<file path="config.mk">
export PLATFORM = sky130hd
export DESIGN_NAME = balanced_interval_splitter_core
export DESIGN_NICKNAME = d
export VERILOG_FILES = /design/src/hw/rtl/bis_pkg.sv /design/src/hw/rtl/bis_divider.sv /design/src/hw/rtl/bis_datapath.sv /design/src/hw/rtl/bis_ctrl.sv /design/src/hw/rtl/balanced_interval_splitter_core.sv
export SDC_FILE = /design/constraint.sdc
export NUM_CORES = 2
export LEC_CHECK = 0
export BUFFER_PORTS_ARGS = -buffer_cell sky130_fd_sc_hd__buf_2
export CORE_UTILIZATION = 35
export DETAILED_ROUTE_END_ITERATION = 10
export GPL_TIMING_DRIVEN = 0
export SKIP_CTS_REPAIR_TIMING = 1
export SLEW_MARGIN = 30
export SYNTH_ARGS = -nofsm -noshare
export SYNTH_HDL_FRONTEND = slang
export SYNTH_SLANG_ARGS = --single-unit
</file>
<file path="constraint.sdc">
create_clock -name clk -period 16 [get_ports clk]
set_input_delay 0.8 -clock clk [delete_from_list [all_inputs] [get_ports clk]]
set_output_delay 0.8 -clock clk [all_outputs]
set_load 0.01 [all_outputs]
</file>
<file path="src/hw/rtl/bis_pkg.sv">
// Shared types and constants for the balanced interval splitter.
// Used by bis_ctrl, bis_datapath and the top level; depends on nothing else.
package bis_pkg;

  localparam int ADDR_W  = 24;
  localparam int LEN_W   = 25;
  localparam int GRAIN_W = 16;
  localparam int MAXP_W  = 4;
  localparam int MINE_W  = 24;
  localparam int WIDX_W  = 3;
  localparam int MAX_WORKERS = 8;

  // Configuration register indexes.
  localparam logic [1:0] CFG_GRAIN = 2'd0;
  localparam logic [1:0] CFG_MAXP  = 2'd1;
  localparam logic [1:0] CFG_MINE  = 2'd2;

  // Division steps of the split setup and of each worker's range.
  localparam logic [2:0] OP_GROUPS = 3'd0;
  localparam logic [2:0] OP_PER    = 3'd1;
  localparam logic [2:0] OP_MING   = 3'd2;
  localparam logic [2:0] OP_MOST   = 3'd3;
  localparam logic [2:0] OP_ALT    = 3'd4;
  localparam logic [2:0] OP_WORK   = 3'd5;
  localparam logic [2:0] OP_GE     = 3'd6;

  typedef struct packed {
    logic [ADDR_W-1:0] region_begin;
    logic [LEN_W-1:0]  region_end;
    logic              last_region;
  } in_item_t;

  typedef struct packed {
    logic [WIDX_W-1:0] worker_index;
    logic [ADDR_W-1:0] piece_begin;
    logic [LEN_W-1:0]  piece_end;
    logic              worker_done;
    logic              last_piece;
  } out_item_t;

  typedef struct packed {
    logic       load;
    logic       clear;
    logic       div_start;
    logic       div_take;
    logic [2:0] op;
    logic       emit_init;
    logic       acc_add;
    logic       mul;
    logic       range;
    logic       adv;
    logic       emit;
    logic       worker_next;
  } cmd_t;

  typedef struct packed {
    logic total_zero;
    logic min_on;
    logic div_done;
    logic rem_zero;
    logic need_adv;
    logic idx_end;
    logic out_free;
    logic last_worker;
  } status_t;

endpackage

</file>
<file path="src/hw/rtl/bis_divider.sv">
// Restoring unsigned divider, one quotient bit per cycle.
// Depends on nothing; used by the datapath for every split division.
module bis_divider #(
  parameter int W = 34
) (
  input  logic         clk,
  input  logic         rst,
  input  logic         start,
  input  logic [W-1:0] num,
  input  logic [W-1:0] den,
  output logic [W-1:0] quo,
  output logic         done
);

  localparam int CW = $clog2(W + 1);

  logic [W-1:0]  rem;
  logic [W-1:0]  dvs;
  logic [CW-1:0] cnt;
  logic          busy;
  logic [W:0]    shifted;
  logic [W:0]    diff;

  assign shifted = {rem, quo[W-1]};
  assign diff    = shifted - {1'b0, dvs};

  // Control of the iteration.
  always_ff @(posedge clk) begin
    if (rst) begin
      busy <= 1'b0;
      done <= 1'b0;
      cnt  <= '0;
    end else begin
      done <= busy && (cnt == CW'(1));
      if (start) begin
        busy <= 1'b1;
        cnt  <= CW'(W);
      end else if (busy) begin
        cnt <= cnt - CW'(1);
        if (cnt == CW'(1)) begin
          busy <= 1'b0;
        end
      end
    end
  end

  // One subtract-and-compare per cycle.
  always_ff @(posedge clk) begin
    if (start) begin
      rem <= '0;
      quo <= num;
      dvs <= den;
    end else if (busy) begin
      if (!diff[W]) begin
        rem <= diff[W-1:0];
      end else begin
        rem <= shifted[W-1:0];
      end
      quo <= {quo[W-2:0], !diff[W]};
    end
  end

endmodule

</file>
<file path="src/hw/rtl/bis_datapath.sv">
// Datapath: configuration, interval store, split arithmetic, piece output.
// Depends on bis_pkg and bis_divider; driven by bis_ctrl commands.
module bis_datapath
  import bis_pkg::*;
#(
  parameter int MAX_REGIONS = 16
) (
  input  logic                clk,
  input  logic                rst,
  input  cmd_t                cmd,
  output status_t             sts,
  input  in_item_t            in_item,
  input  logic                cfg_valid,
  input  logic [1:0]          cfg_index,
  input  logic [MINE_W-1:0]   cfg_data,
  output logic                out_valid,
  input  logic                out_stall,
  output out_item_t           out_item
);

  localparam int CNT_W = $clog2(MAX_REGIONS + 1);
  localparam int IDX_W = $clog2(MAX_REGIONS);
  localparam int TOT_W = LEN_W + CNT_W;
  localparam int DIV_W = TOT_W + 4;
  localparam int PRD_W = TOT_W + GRAIN_W;
  localparam int WC_W  = MAXP_W;

  // Configuration registers.
  logic [GRAIN_W-1:0] grain_size;
  logic [MAXP_W-1:0]  max_partitions;
  logic [MINE_W-1:0]  min_elements;

  always_ff @(posedge clk) begin
    if (rst) begin
      grain_size     <= GRAIN_W'(1);
      max_partitions <= MAXP_W'(8);
      min_elements   <= '0;
    end else if (cfg_valid) begin
      unique case (cfg_index)
        CFG_GRAIN: grain_size     <= cfg_data[GRAIN_W-1:0];
        CFG_MAXP:  max_partitions <= cfg_data[MAXP_W-1:0];
        CFG_MINE:  min_elements   <= cfg_data;
        default:   ;
      endcase
    end
  end

  logic [GRAIN_W-1:0] g_eff;
  logic [MAXP_W-1:0]  mp_eff;

  assign g_eff = (grain_size == '0) ? GRAIN_W'(1) : grain_size;

  always_comb begin
    mp_eff = max_partitions;
    if (max_partitions == '0) begin
      mp_eff = MAXP_W'(1);
    end else if (max_partitions > MAXP_W'(MAX_WORKERS)) begin
      mp_eff = MAXP_W'(MAX_WORKERS);
    end
  end

  // Interval store and list totals.
  logic [ADDR_W-1:0] start_mem [MAX_REGIONS];
  logic [LEN_W-1:0]  len_mem   [MAX_REGIONS];
  logic [CNT_W-1:0]  count;
  logic [TOT_W-1:0]  total;
  logic [LEN_W-1:0]  in_len;
  logic              in_keep;

  assign in_len  = in_item.region_end - LEN_W'(in_item.region_begin);
  assign in_keep = (in_item.region_end > LEN_W'(in_item.region_begin)) &&
                   (count < CNT_W'(MAX_REGIONS));

  always_ff @(posedge clk) begin
    if (rst) begin
      count <= '0;
      total <= '0;
    end else if (cmd.clear) begin
      count <= '0;
      total <= '0;
    end else if (cmd.load && in_keep) begin
      count <= count + CNT_W'(1);
      total <= total + TOT_W'(in_len);
    end
  end

  always_ff @(posedge clk) begin
    if (cmd.load && in_keep) begin
      start_mem[count[IDX_W-1:0]] <= in_item.region_begin;
      len_mem[count[IDX_W-1:0]]   <= in_len;
    end
  end

  // Read side of the store follows the next interval index.
  logic [CNT_W-1:0]  idx;
  logic [CNT_W-1:0]  idx_next;
  logic [ADDR_W-1:0] cur_start;
  logic [LEN_W-1:0]  cur_len;

  always_comb begin
    idx_next = idx;
    if (cmd.emit_init) begin
      idx_next = '0;
    end else if (cmd.adv) begin
      idx_next = idx + CNT_W'(1);
    end
  end

  always_ff @(posedge clk) begin
    cur_start <= start_mem[idx_next[IDX_W-1:0]];
    cur_len   <= len_mem[idx_next[IDX_W-1:0]];
  end

  // Shared divider and its operand selection.
  logic [TOT_W-1:0] groups;
  logic [TOT_W-1:0] per_part;
  logic [TOT_W-1:0] min_groups;
  logic [TOT_W-1:0] most;
  logic [WC_W-1:0]  workers;
  logic [DIV_W-1:0] acc;
  logic [TOT_W-1:0] ge;
  logic [DIV_W-1:0] div_num;
  logic [DIV_W-1:0] div_den;
  logic [DIV_W-1:0] div_quo;
  logic             div_done;
  logic [TOT_W-1:0] quo_t;

  assign quo_t = div_quo[TOT_W-1:0];

  always_comb begin
    div_num = DIV_W'(groups);
    div_den = DIV_W'(g_eff);
    unique case (cmd.op)
      OP_GROUPS: begin
        div_num = DIV_W'(total) + DIV_W'(g_eff) - DIV_W'(1);
        div_den = DIV_W'(g_eff);
      end
      OP_PER: begin
        div_num = DIV_W'(groups) + DIV_W'(mp_eff) - DIV_W'(1);
        div_den = DIV_W'(mp_eff);
      end
      OP_MING: begin
        div_num = DIV_W'(min_elements) + DIV_W'(g_eff) - DIV_W'(1);
        div_den = DIV_W'(g_eff);
      end
      OP_MOST: begin
        div_num = DIV_W'(groups);
        div_den = DIV_W'(min_groups);
      end
      OP_ALT: begin
        div_num = DIV_W'(groups) + DIV_W'(most) - DIV_W'(1);
        div_den = DIV_W'(most);
      end
      OP_WORK: begin
        div_num = DIV_W'(groups) + DIV_W'(per_part) - DIV_W'(1);
        div_den = DIV_W'(per_part);
      end
      OP_GE: begin
        div_num = acc;
        div_den = DIV_W'(workers);
      end
      default: ;
    endcase
  end

  bis_divider #(.W(DIV_W)) u_div (
    .clk   (clk),
    .rst   (rst),
    .start (cmd.div_start),
    .num   (div_num),
    .den   (div_den),
    .quo   (div_quo),
    .done  (div_done)
  );

  // Quotients land in their destination register.
  always_ff @(posedge clk) begin
    if (cmd.div_take) begin
      unique case (cmd.op)
        OP_GROUPS: groups     <= quo_t;
        OP_PER:    per_part   <= quo_t;
        OP_MING:   min_groups <= quo_t;
        OP_MOST:   most       <= (quo_t == '0) ? TOT_W'(1) : quo_t;
        OP_ALT: begin
          if (quo_t > per_part) begin
            per_part <= quo_t;
          end
        end
        OP_WORK:   workers    <= quo_t[WC_W-1:0];
        OP_GE:     ge         <= quo_t;
        default:   ;
      endcase
    end
  end

  // Worker range: end grain times grain size, capped at the total.
  logic [WC_W-1:0]  w;
  logic [PRD_W-1:0] prod;
  logic [TOT_W-1:0] eb;
  logic [TOT_W-1:0] rem;
  logic [TOT_W-1:0] ee;
  logic [LEN_W-1:0] offset;

  assign ee = (prod > PRD_W'(total)) ? total : prod[TOT_W-1:0];

  // Piece cut from the current interval.
  logic [LEN_W-1:0] avail;
  logic [LEN_W-1:0] take;
  logic [LEN_W-1:0] pb;
  logic             wdone;
  logic             last_w;

  assign avail  = cur_len - offset;
  assign take   = (rem < TOT_W'(avail)) ? rem[LEN_W-1:0] : avail;
  assign pb     = LEN_W'(cur_start) + offset;
  assign wdone  = (rem == TOT_W'(take));
  assign last_w = ((w + WC_W'(1)) == workers);

  always_ff @(posedge clk) begin
    if (cmd.emit_init) begin
      acc    <= '0;
      eb     <= '0;
      w      <= '0;
      idx    <= '0;
      offset <= '0;
    end else begin
      idx <= idx_next;
      if (cmd.acc_add) begin
        acc <= acc + DIV_W'(groups);
      end
      if (cmd.mul) begin
        prod <= PRD_W'(ge) * PRD_W'(g_eff);
      end
      if (cmd.range) begin
        rem <= ee - eb;
        eb  <= ee;
      end
      if (cmd.adv) begin
        offset <= '0;
      end else if (cmd.emit) begin
        offset <= offset + take;
        rem    <= rem - TOT_W'(take);
      end
      if (cmd.worker_next) begin
        w <= w + WC_W'(1);
      end
    end
  end

  // Output register.
  always_ff @(posedge clk) begin
    if (rst) begin
      out_valid <= 1'b0;
    end else if (cmd.emit) begin
      out_valid <= 1'b1;
    end else if (!out_stall) begin
      out_valid <= 1'b0;
    end
  end

  always_ff @(posedge clk) begin
    if (cmd.emit) begin
      out_item.worker_index <= w[WIDX_W-1:0];
      out_item.piece_begin  <= pb[ADDR_W-1:0];
      out_item.piece_end    <= pb + take;
      out_item.worker_done  <= wdone;
      out_item.last_piece   <= wdone && last_w;
    end
  end

  // Status toward the controller.
  always_comb begin
    sts.total_zero  = (total == '0);
    sts.min_on      = (min_elements != '0);
    sts.div_done    = div_done;
    sts.rem_zero    = (rem == '0);
    sts.need_adv    = (offset == cur_len);
    sts.idx_end     = (idx >= count);
    sts.out_free    = !out_valid || !out_stall;
    sts.last_worker = last_w;
  end

endmodule

</file>
<file path="src/hw/rtl/bis_ctrl.sv">
// Controller state machine sequencing load, setup divisions and emission.
// Depends on bis_pkg; drives bis_datapath through cmd_t / status_t.
module bis_ctrl
  import bis_pkg::*;
(
  input  logic    clk,
  input  logic    rst,
  input  logic    in_valid,
  input  logic    in_last,
  output logic    in_stall,
  input  status_t sts,
  output cmd_t    cmd
);

  localparam logic [2:0] S_IDLE   = 3'd0;
  localparam logic [2:0] S_CHECK  = 3'd1;
  localparam logic [2:0] S_DSTART = 3'd2;
  localparam logic [2:0] S_DWAIT  = 3'd3;
  localparam logic [2:0] S_ACC    = 3'd4;
  localparam logic [2:0] S_MUL    = 3'd5;
  localparam logic [2:0] S_RANGE  = 3'd6;
  localparam logic [2:0] S_PIECE  = 3'd7;

  logic [2:0] state;
  logic [2:0] state_next;
  logic [2:0] op;
  logic [2:0] op_next;

  assign in_stall = (state != S_IDLE);

  always_ff @(posedge clk) begin
    if (rst) begin
      state <= S_IDLE;
      op    <= OP_GROUPS;
    end else begin
      state <= state_next;
      op    <= op_next;
    end
  end

  // Next state and commands.
  always_comb begin
    state_next = state;
    op_next    = op;
    cmd        = '0;
    cmd.op     = op;
    unique case (state)
      S_IDLE: begin
        if (in_valid) begin
          cmd.load = 1'b1;
          if (in_last) begin
            state_next = S_CHECK;
          end
        end
      end
      S_CHECK: begin
        if (sts.total_zero) begin
          cmd.clear  = 1'b1;
          state_next = S_IDLE;
        end else begin
          op_next    = OP_GROUPS;
          state_next = S_DSTART;
        end
      end
      S_DSTART: begin
        cmd.div_start = 1'b1;
        state_next    = S_DWAIT;
      end
      S_DWAIT: begin
        if (sts.div_done) begin
          cmd.div_take = 1'b1;
          state_next   = S_DSTART;
          unique case (op)
            OP_GROUPS: op_next = OP_PER;
            OP_PER:    op_next = sts.min_on ? OP_MING : OP_WORK;
            OP_MING:   op_next = OP_MOST;
            OP_MOST:   op_next = OP_ALT;
            OP_ALT:    op_next = OP_WORK;
            OP_WORK: begin
              cmd.emit_init = 1'b1;
              state_next    = S_ACC;
            end
            default:   state_next = S_MUL;
          endcase
        end
      end
      S_ACC: begin
        cmd.acc_add = 1'b1;
        op_next     = OP_GE;
        state_next  = S_DSTART;
      end
      S_MUL: begin
        cmd.mul    = 1'b1;
        state_next = S_RANGE;
      end
      S_RANGE: begin
        cmd.range  = 1'b1;
        state_next = S_PIECE;
      end
      S_PIECE: begin
        priority if (sts.rem_zero) begin
          if (sts.last_worker) begin
            cmd.clear  = 1'b1;
            state_next = S_IDLE;
          end else begin
            cmd.worker_next = 1'b1;
            state_next      = S_ACC;
          end
        end else if (sts.idx_end) begin
          cmd.clear  = 1'b1;
          state_next = S_IDLE;
        end else if (sts.need_adv) begin
          cmd.adv = 1'b1;
        end else if (sts.out_free) begin
          cmd.emit = 1'b1;
        end
      end
      default: state_next = S_IDLE;
    endcase
  end

endmodule

</file>
<file path="src/hw/rtl/balanced_interval_splitter_core.sv">
// Top level of the balanced interval splitter.
// Depends on bis_pkg, bis_ctrl, bis_datapath and bis_divider.
//
//   channel  direction  handshake            payload
//   in       into core  in_valid / in_stall  in_item  (in_item_t)
//   out      from core  out_valid/out_stall  out_item (out_item_t)
//   cfg      into core  cfg_valid/cfg_ready  cfg_index, cfg_data
//
// Intervals load at one item per cycle while the core is idle. After the final
// item the core checks the list total, then runs three setup divisions (six
// when a minimum share is set) and one division per worker on a shared
// bit-serial divider of TOT_W+4 bits. Each worker also takes an accumulate,
// a multiply and a range step; pieces go out one per cycle while the output is
// not stalled, and each change of interval takes a step of its own.
// Reset is synchronous and clears the list; the store needs no clearing.
// A stalled output holds its piece and the split waits; new items load once
// the split has finished.
module balanced_interval_splitter_core
  import bis_pkg::*;
#(
  parameter int MAX_REGIONS = 16
) (
  input  logic              clk,
  input  logic              rst,
  input  logic              in_valid,
  output logic              in_stall,
  input  in_item_t          in_item,
  output logic              out_valid,
  input  logic              out_stall,
  output out_item_t         out_item,
  input  logic              cfg_valid,
  output logic              cfg_ready,
  input  logic [1:0]        cfg_index,
  input  logic [MINE_W-1:0] cfg_data
);

  cmd_t    cmd;
  status_t sts;

  assign cfg_ready = 1'b1;

  bis_ctrl u_ctrl (
    .clk      (clk),
    .rst      (rst),
    .in_valid (in_valid),
    .in_last  (in_item.last_region),
    .in_stall (in_stall),
    .sts      (sts),
    .cmd      (cmd)
  );

  bis_datapath #(.MAX_REGIONS(MAX_REGIONS)) u_dp (
    .clk       (clk),
    .rst       (rst),
    .cmd       (cmd),
    .sts       (sts),
    .in_item   (in_item),
    .cfg_valid (cfg_valid),
    .cfg_index (cfg_index),
    .cfg_data  (cfg_data),
    .out_valid (out_valid),
    .out_stall (out_stall),
    .out_item  (out_item)
  );

endmodule
</file>
-- Yosys cells after proc, flatten, opt, wreduce, memory -nomap -nowiden
Memory sizes are Yosys's and may differ from the RTL's. A register that Yosys moved wholly into a read port is not among the register bits.
Index checks and enable logic that the tools add are counted.
- memories: 2
- bits in writable memories: 784
- flip-flop bits (word level): 578
- bits in read-only memories: 0
- output and inout port bits: 57
- input port bits: 81
- latch bits: 0
- word-level logic and storage cells: 197
- memory list (memory ; depth ; bits a word ; read ports ; clocked after memory_dff ; write ports ; line ; RTL):
    u_dp.len_mem ; 16 ; 25 ; 1 ; 1 ; 1 ; bis_datapath.sv:64 ; logic [LEN_W-1:0] len_mem [MAX_REGIONS];
    u_dp.start_mem ; 16 ; 24 ; 1 ; 1 ; 1 ; bis_datapath.sv:63 ; logic [ADDR_W-1:0] start_mem [MAX_REGIONS];
- magnitude comparators: 7
- $mul: 1
- multiplexer cells: 64
- shift-type cells: 0
- bitwise gates (word level): 1
- $add $sub $neg: 24
- reduce and logical (&&, ||, !) cells: 37
- eq/ne operators: 27
- div/mod/pow operators: 0
- operators with widths (cell ; number):
    $pmux 34 s6 ; 1
    $sub 34x1->34 const B ; 5
    $mux 30 ; 5
    $pmux 30 s5 ; 1
    $mux 34 ; 3
    $logic_not 30->1 ; 3
    $add 30x30->31 ; 2
    $pmux 30 s2 ; 1
    $add 25x25->25 ; 2
    $gt 46x30->1 ; 1
    $mul 30x16->46 ; 1
    $sub 35x34->35 ; 1
    $add 34x30->34 ; 1
    $add 30x16->31 ; 1
    $add 30x4->31 ; 1
    $add 30x25->30 ; 1
    $eq 30x25->1 ; 1
    $gt 30x30->1 ; 1
    $lt 30x25->1 ; 1
    $mux 3 ; 10
    $sub 30x25->30 ; 1
    $sub 30x30->30 ; 1
    $mux 1 ; 27
    $add 24x16->25 ; 1
    48 further kinds ; 88

-- Longest topological paths before layout
- depth after elaboration: 9
- gate-level depth with buffers: 42
- gate-level depth less buffers: 40

-- Modules after synthesis
From an unflattened synthesis, not the netlist that was laid out.
- cells, all modules: 8749
- area total of the unflattened synthesis: 94297.9 µm²
- modules (own cells, without submodules) (module ; times used ; seq. area each (µm²) ; cells an instance ; area each (µm²)):
    bis_datapath ; 1 ; 36615.1 ; 8025 ; 87253.7
    bis_divider ; 1 ; 2882.8 ; 655 ; 6528.8
    bis_ctrl ; 1 ; 120.1 ; 67 ; 504.2
    balanced_interval_splitter_core ; 1 ; 0.0 ; 2 ; 11.3

-- Least setup slack after synthesis
OpenSTA, ideal clock, no wires.
- kind: register to register
- start: register u_dp.offset[1]
- end: register, netlist name u_dp.out_item[24]
- buffers on the path: 2
- slack: 8.224 ns
- data required time: 15.742 ns
- library setup time: 0.258 ns
- cell stages (with the launch flop): 37
- data arrival time: 7.519 ns
- cell sequence: dfxtp_1 -> inv_1 -> fa_1 -> a21o_1 -> a211oi_1 -> nor2_1 -> or4_1 -> a31oi_1 -> o21ai_0 -> inv_1 -> o21ai_0 -> a21o_1 -> a21oi_1 -> xnor2_1 -> inv_1 -> ha_1 -> nand4_1 -> nor4_1 -> a211oi_1 -> o21ai_0 -> clkbuf_1 -> clkbuf_1 -> a21oi_1 -> ha_1 -> fa_1 -> a21o_1 -> a21oi_1 -> nor2b_1 -> o21a_1 -> o311ai_0 -> o311ai_0 -> and2_1 -> o311a_1 -> nor3_1 -> o21ai_0 -> a21oi_1 -> xnor2_1
- word-level cells in the longest chain between the ends: 4
- ends and longest elaborated chain (item ; line ; RTL):
    from (decl) ; bis_datapath.sv:202 ; logic [LEN_W-1:0] offset;
    from (signal assigned) ; bis_datapath.sv:241 ; offset <= offset + take;
    $sub 25x25->25 ; bis_datapath.sv:213 ; assign avail = cur_len - offset;
    $lt 30x25->1 ; bis_datapath.sv:214 ; assign take = (rem < TOT_W'(avail)) ? rem[LEN_W-1:0] : avail;
    $mux 25 ; bis_datapath.sv:214 ;
    $add 25x25->25 * ; bis_datapath.sv:265 ; out_item.piece_end <= pb + take;
Mark *: on every way between the ends. The rest lies on a longest branch, timed or not.
A chain may end at the register's enable or synchronous reset.

-- Worst setup path in the final report
- start: register u_dp.offset[1]
- end: register, netlist name u_dp.out_item[24]
- word-level cells in the longest chain between the ends: 4
- ends and longest elaborated chain (item ; line):
    $sub 25x25->25 ; bis_datapath.sv:213
    $lt 30x25->1 ; bis_datapath.sv:214
    $mux 25 ; bis_datapath.sv:214
    $add 25x25->25 * ; bis_datapath.sv:265
Marked as above.

==> results.yml <==
yosys:
  synth_top_area_frac: 0.384
  syn-mean-instance-area_um2: 10.2
  synth_nets: 9669
  yosysWarnings: 0
  ys_ff_latch: 1407
  synth_area_mm2: 0.0886
  synth_cell_types: 103
  seq_area_frac_synth: 0.446
  netlist_top_cells_area: "edfxtp_1 38%, fa_1 9.1%, ha_1 7.6%"
  synth_top_cell_by_area: "edfxtp_1"
  syn-instance-count: 8648
  ys.flop_type: "edfxtp_1"
  synth_edf_count: 1132
  async_reset_ff_frac: 0
worst_setup_path:
  critical_path_class: "flip-flop to flip-flop"
  crit_path_max_incr_delay_ns: 0.55
  crit_arrival_ns: 10.40
  end_kind: "flip-flop"
  slowest_stage: "clkbuf_1"
  crit_required_ns: 16.53
  cp_max_fo: 10
  cp-start-kind: "flip-flop"
detailed_routing:
  dr.pass1.iters: 11
  wl_per_cell_um: 23.3
  wirelength_um: 292000
  via_count: 68419
  viasPerCell: 5.46
  drcViolationCount: 16
  dr.first_iter.drc_count: 6316
  antenna_left: 0
cts:
  path_clk_slew_ns: 0.06
  cts_buffer_depth: 3
  cts_tree: "built"
  clk-insertion-delay-late_ns: 0.88
  cts_sinks: 1407
  ctsHtreeMaxLevel: 4
  root_buffer: "clkbuf_16"
  cts_buffers: 155
sta:
  finalMaxSlewViolations: 0
  worst_pin_slew_ns: 1.16
  rsz0062_at_grt: "no"
  tns_ns: 0
  setup_viol: 0
  finalClockSkew_ns: 0.132
  fin_crit_sh: 0.617
  slew-limit-headroom: 0.223
  hold_viol: 0
  fmax_ghz: 0.101
  timing.final.crit_period_ns: 9.86
floorplanning:
  die_height_um: 505
  rows: 184
  core_mm2: 0.251
  initial_core_util: 0.352
  dieArea_mm2: 0.255
  fp.dieW_um: 505
  pin_count: 138
min_path:
  hold_path.class: "primary input to flip-flop"
cells_and_area:
  areaGrowthSynthToFinish_pct: 13.9
  drive_gt1_frac: 0.0721
  layoutNonFillerInstCount: 12536
  finalNetCount: 10067
placed_design:
  dp.cells: 12237
  hpwlAfterDp_um: 229000
  portBuffers: 135
  gp_congestion: 0.967
power_and_ir_drop:
  p_leak_nw: 39.0
  power_per_cell_area_mw_per_mm2: 107
  peakVddDrop_mv: 0.112
status:
  violations: "design-rule violations"
  outcome: "complete, but fails checks"
global_route:
  grt_pass1_wl_um: 433000
  grt_pass1_vias: 67066
  grt_remaining_overflow: 0
  antenna_found_initial: 22
  grt_max_degree: 50
  grtUsageTotal: 0.225
run:
  drv_cap: 0
==> worst paths after layout <==
| check | from | endpoint | slack, ns | cells after the start |
|---|---|---|---|---|
| worst max register to register | u_dp.offset[1]$_SDFFE_PP0P_ | u_dp.out_item[24]$_DFFE_PP_ | 6.14 | 36 |
| worst min-delay path | cfg_data[1] | u_dp.grain_size[1]$_SDFFE_PP0P_ | 0.25 | 3 |
| worst max-delay path | u_dp.offset[1]$_SDFFE_PP0P_ | u_dp.out_item[24]$_DFFE_PP_ | 6.14 | 36 |
| worst min register to register | u_dp.eb[9]$_SDFFE_PP0P_ | u_dp.eb[9]$_SDFFE_PP0P_ | 0.46 | 2 |
==> area by class of cell <==
class	count	area, um2
flip-flops and latches	1407	39500
inverters	741	2780
diodes	10	25.0
well taps	3348	4190
repair buffers	241	2310
clock inverters	89	1210
fillers	24323	151000
multi-input cells	6052	44900
plain buffers	448	1720
clock buffers	200	4200
==> per-stage QoR <==
| step | total power, W | cell area, um2 | hold slack [ns] | setup slack [ns] | utilization |
|---|---|---|---|---|---|
| after floorplan | 0.00622 | 88600 | 0.434 | 8.22 | - |
| after global placement | 0.00697 | 93400 | 0.445 | 4.84 | 0.372 |
| after detailed placement | 0.00706 | 95400 | 0.450 | 6.34 | 0.380 |
| after CTS | 0.0108 | 101000 | 0.196 | 6.20 | 0.401 |
| after global routing | 0.0113 | 101000 | 0.218 | 5.31 | 0.401 |
| final | 0.0108 | 101000 | 0.248 | 6.14 | 0.401 |
==> worst max-delay path: cells and delay by family, from the launching register on <==
| family | cells | cell delay, ns |
|---|---|---|
| DFF | 1 | 0.44 |
| AOI/OAI and AO/OA | 18 | 4.29 |
| xor gates and xnor gates | 2 | 0.25 |
| adders and majority gates | 4 | 1.55 |
| buffers and inverters | 5 | 1.46 |
| and+or+nand+nor | 7 | 1.49 |
==> kinds of logic after synthesis <==
| kind of cell | count (synthesis) | share of synthesized area |
|---|---|---|
| compound gates | 1993 | 0.147 |
| fa+ha+maj | 940 | 0.167 |
| buf+inv | 1189 | 0.0506 |
| mux | 126 | 0.0150 |
| simple gates | 2636 | 0.140 |
| flops | 1407 | 0.446 |
| other cells | 1 | 0.0000423 |
| xor+xnor | 356 | 0.0352 |
==> Yosys cell counts, drive strengths merged, types with 102 or more instances <==
library cell  instances
a21oi               546
clkbuf              415
xnor2               234
a21o                173
inv                 737
nor2                444
ha                  537
nor3                112
o21ai               280
nand2              1161
fa                  403
dfxtp               275
xor2                122
edfxtp             1132
nand3               102
and2                427
a211oi              278
a31oi               225
a22oi               112
==> cells in the final DEF, fill, tap and decap left out, types with 50 or more instances in the layout <==
master	instances
nand2_1	1160
edfxtp_1	1132
a21oi_1	545
nand4_1	58
xnor2_1	219
nor4_1	55
mux2i_1	73
clkbuf_16	160
nor2b_1	53
nand2b_1	53
and2_1	376
nor3_1	107
nand3_1	102
inv_1	737
and2_0	51
a31oi_1	224
nor2_1	425
dfxtp_1	275
mux2_2	53
xor2_1	115
o21a_1	74
clkbuf_1	435
buf_4	50
fa_1	403
ha_1	537
a211oi_1	276
o21ai_0	267
a21o_1	173
a22oi_1	111
buf_2	153
==> registers in the layout, indices dropped and copies added, names as in the netlist, 16 cells and up <==
name	count
u_dp.rem	30
u_dp.acc	34
u_dp.offset	25
u_dp.eb	30
u_dp.min_groups	30
u_dp.out_item	54
u_dp.per_part	30
u_dp.u_div.dvs	30
u_dp.groups	30
u_dp.total	30
u_dp.start_mem	384
u_dp.ge	30
u_dp.cur_start	24
u_dp.min_elements	24
u_dp.most	30
u_dp.len_mem	400
u_dp.cur_len	25
u_dp.prod	46
u_dp.grain_size	16
u_dp.u_div.quo	34
u_dp.u_div.rem	34
==> per-layer routing <==
layer  track usage  part of all wire  wire [um]  vias up
met2         0.365              0.46     135000     2574
met3        0.0358             0.072      21100      490
met1         0.300              0.42     124000    33968
met4        0.0874             0.041      12100       10
met5             0           0.00023         68        -
li1              -                 -          -    31377
==> where the power goes <==
part	internal (W)	switching (W)	leakage, nW
Clock	0.00214	0.00163	2.58
Sequential	0.00415	0.000126	12.5
Combinational	0.00107	0.00168	24.0
No activity file was read; power rests on OpenSTA's default activity.
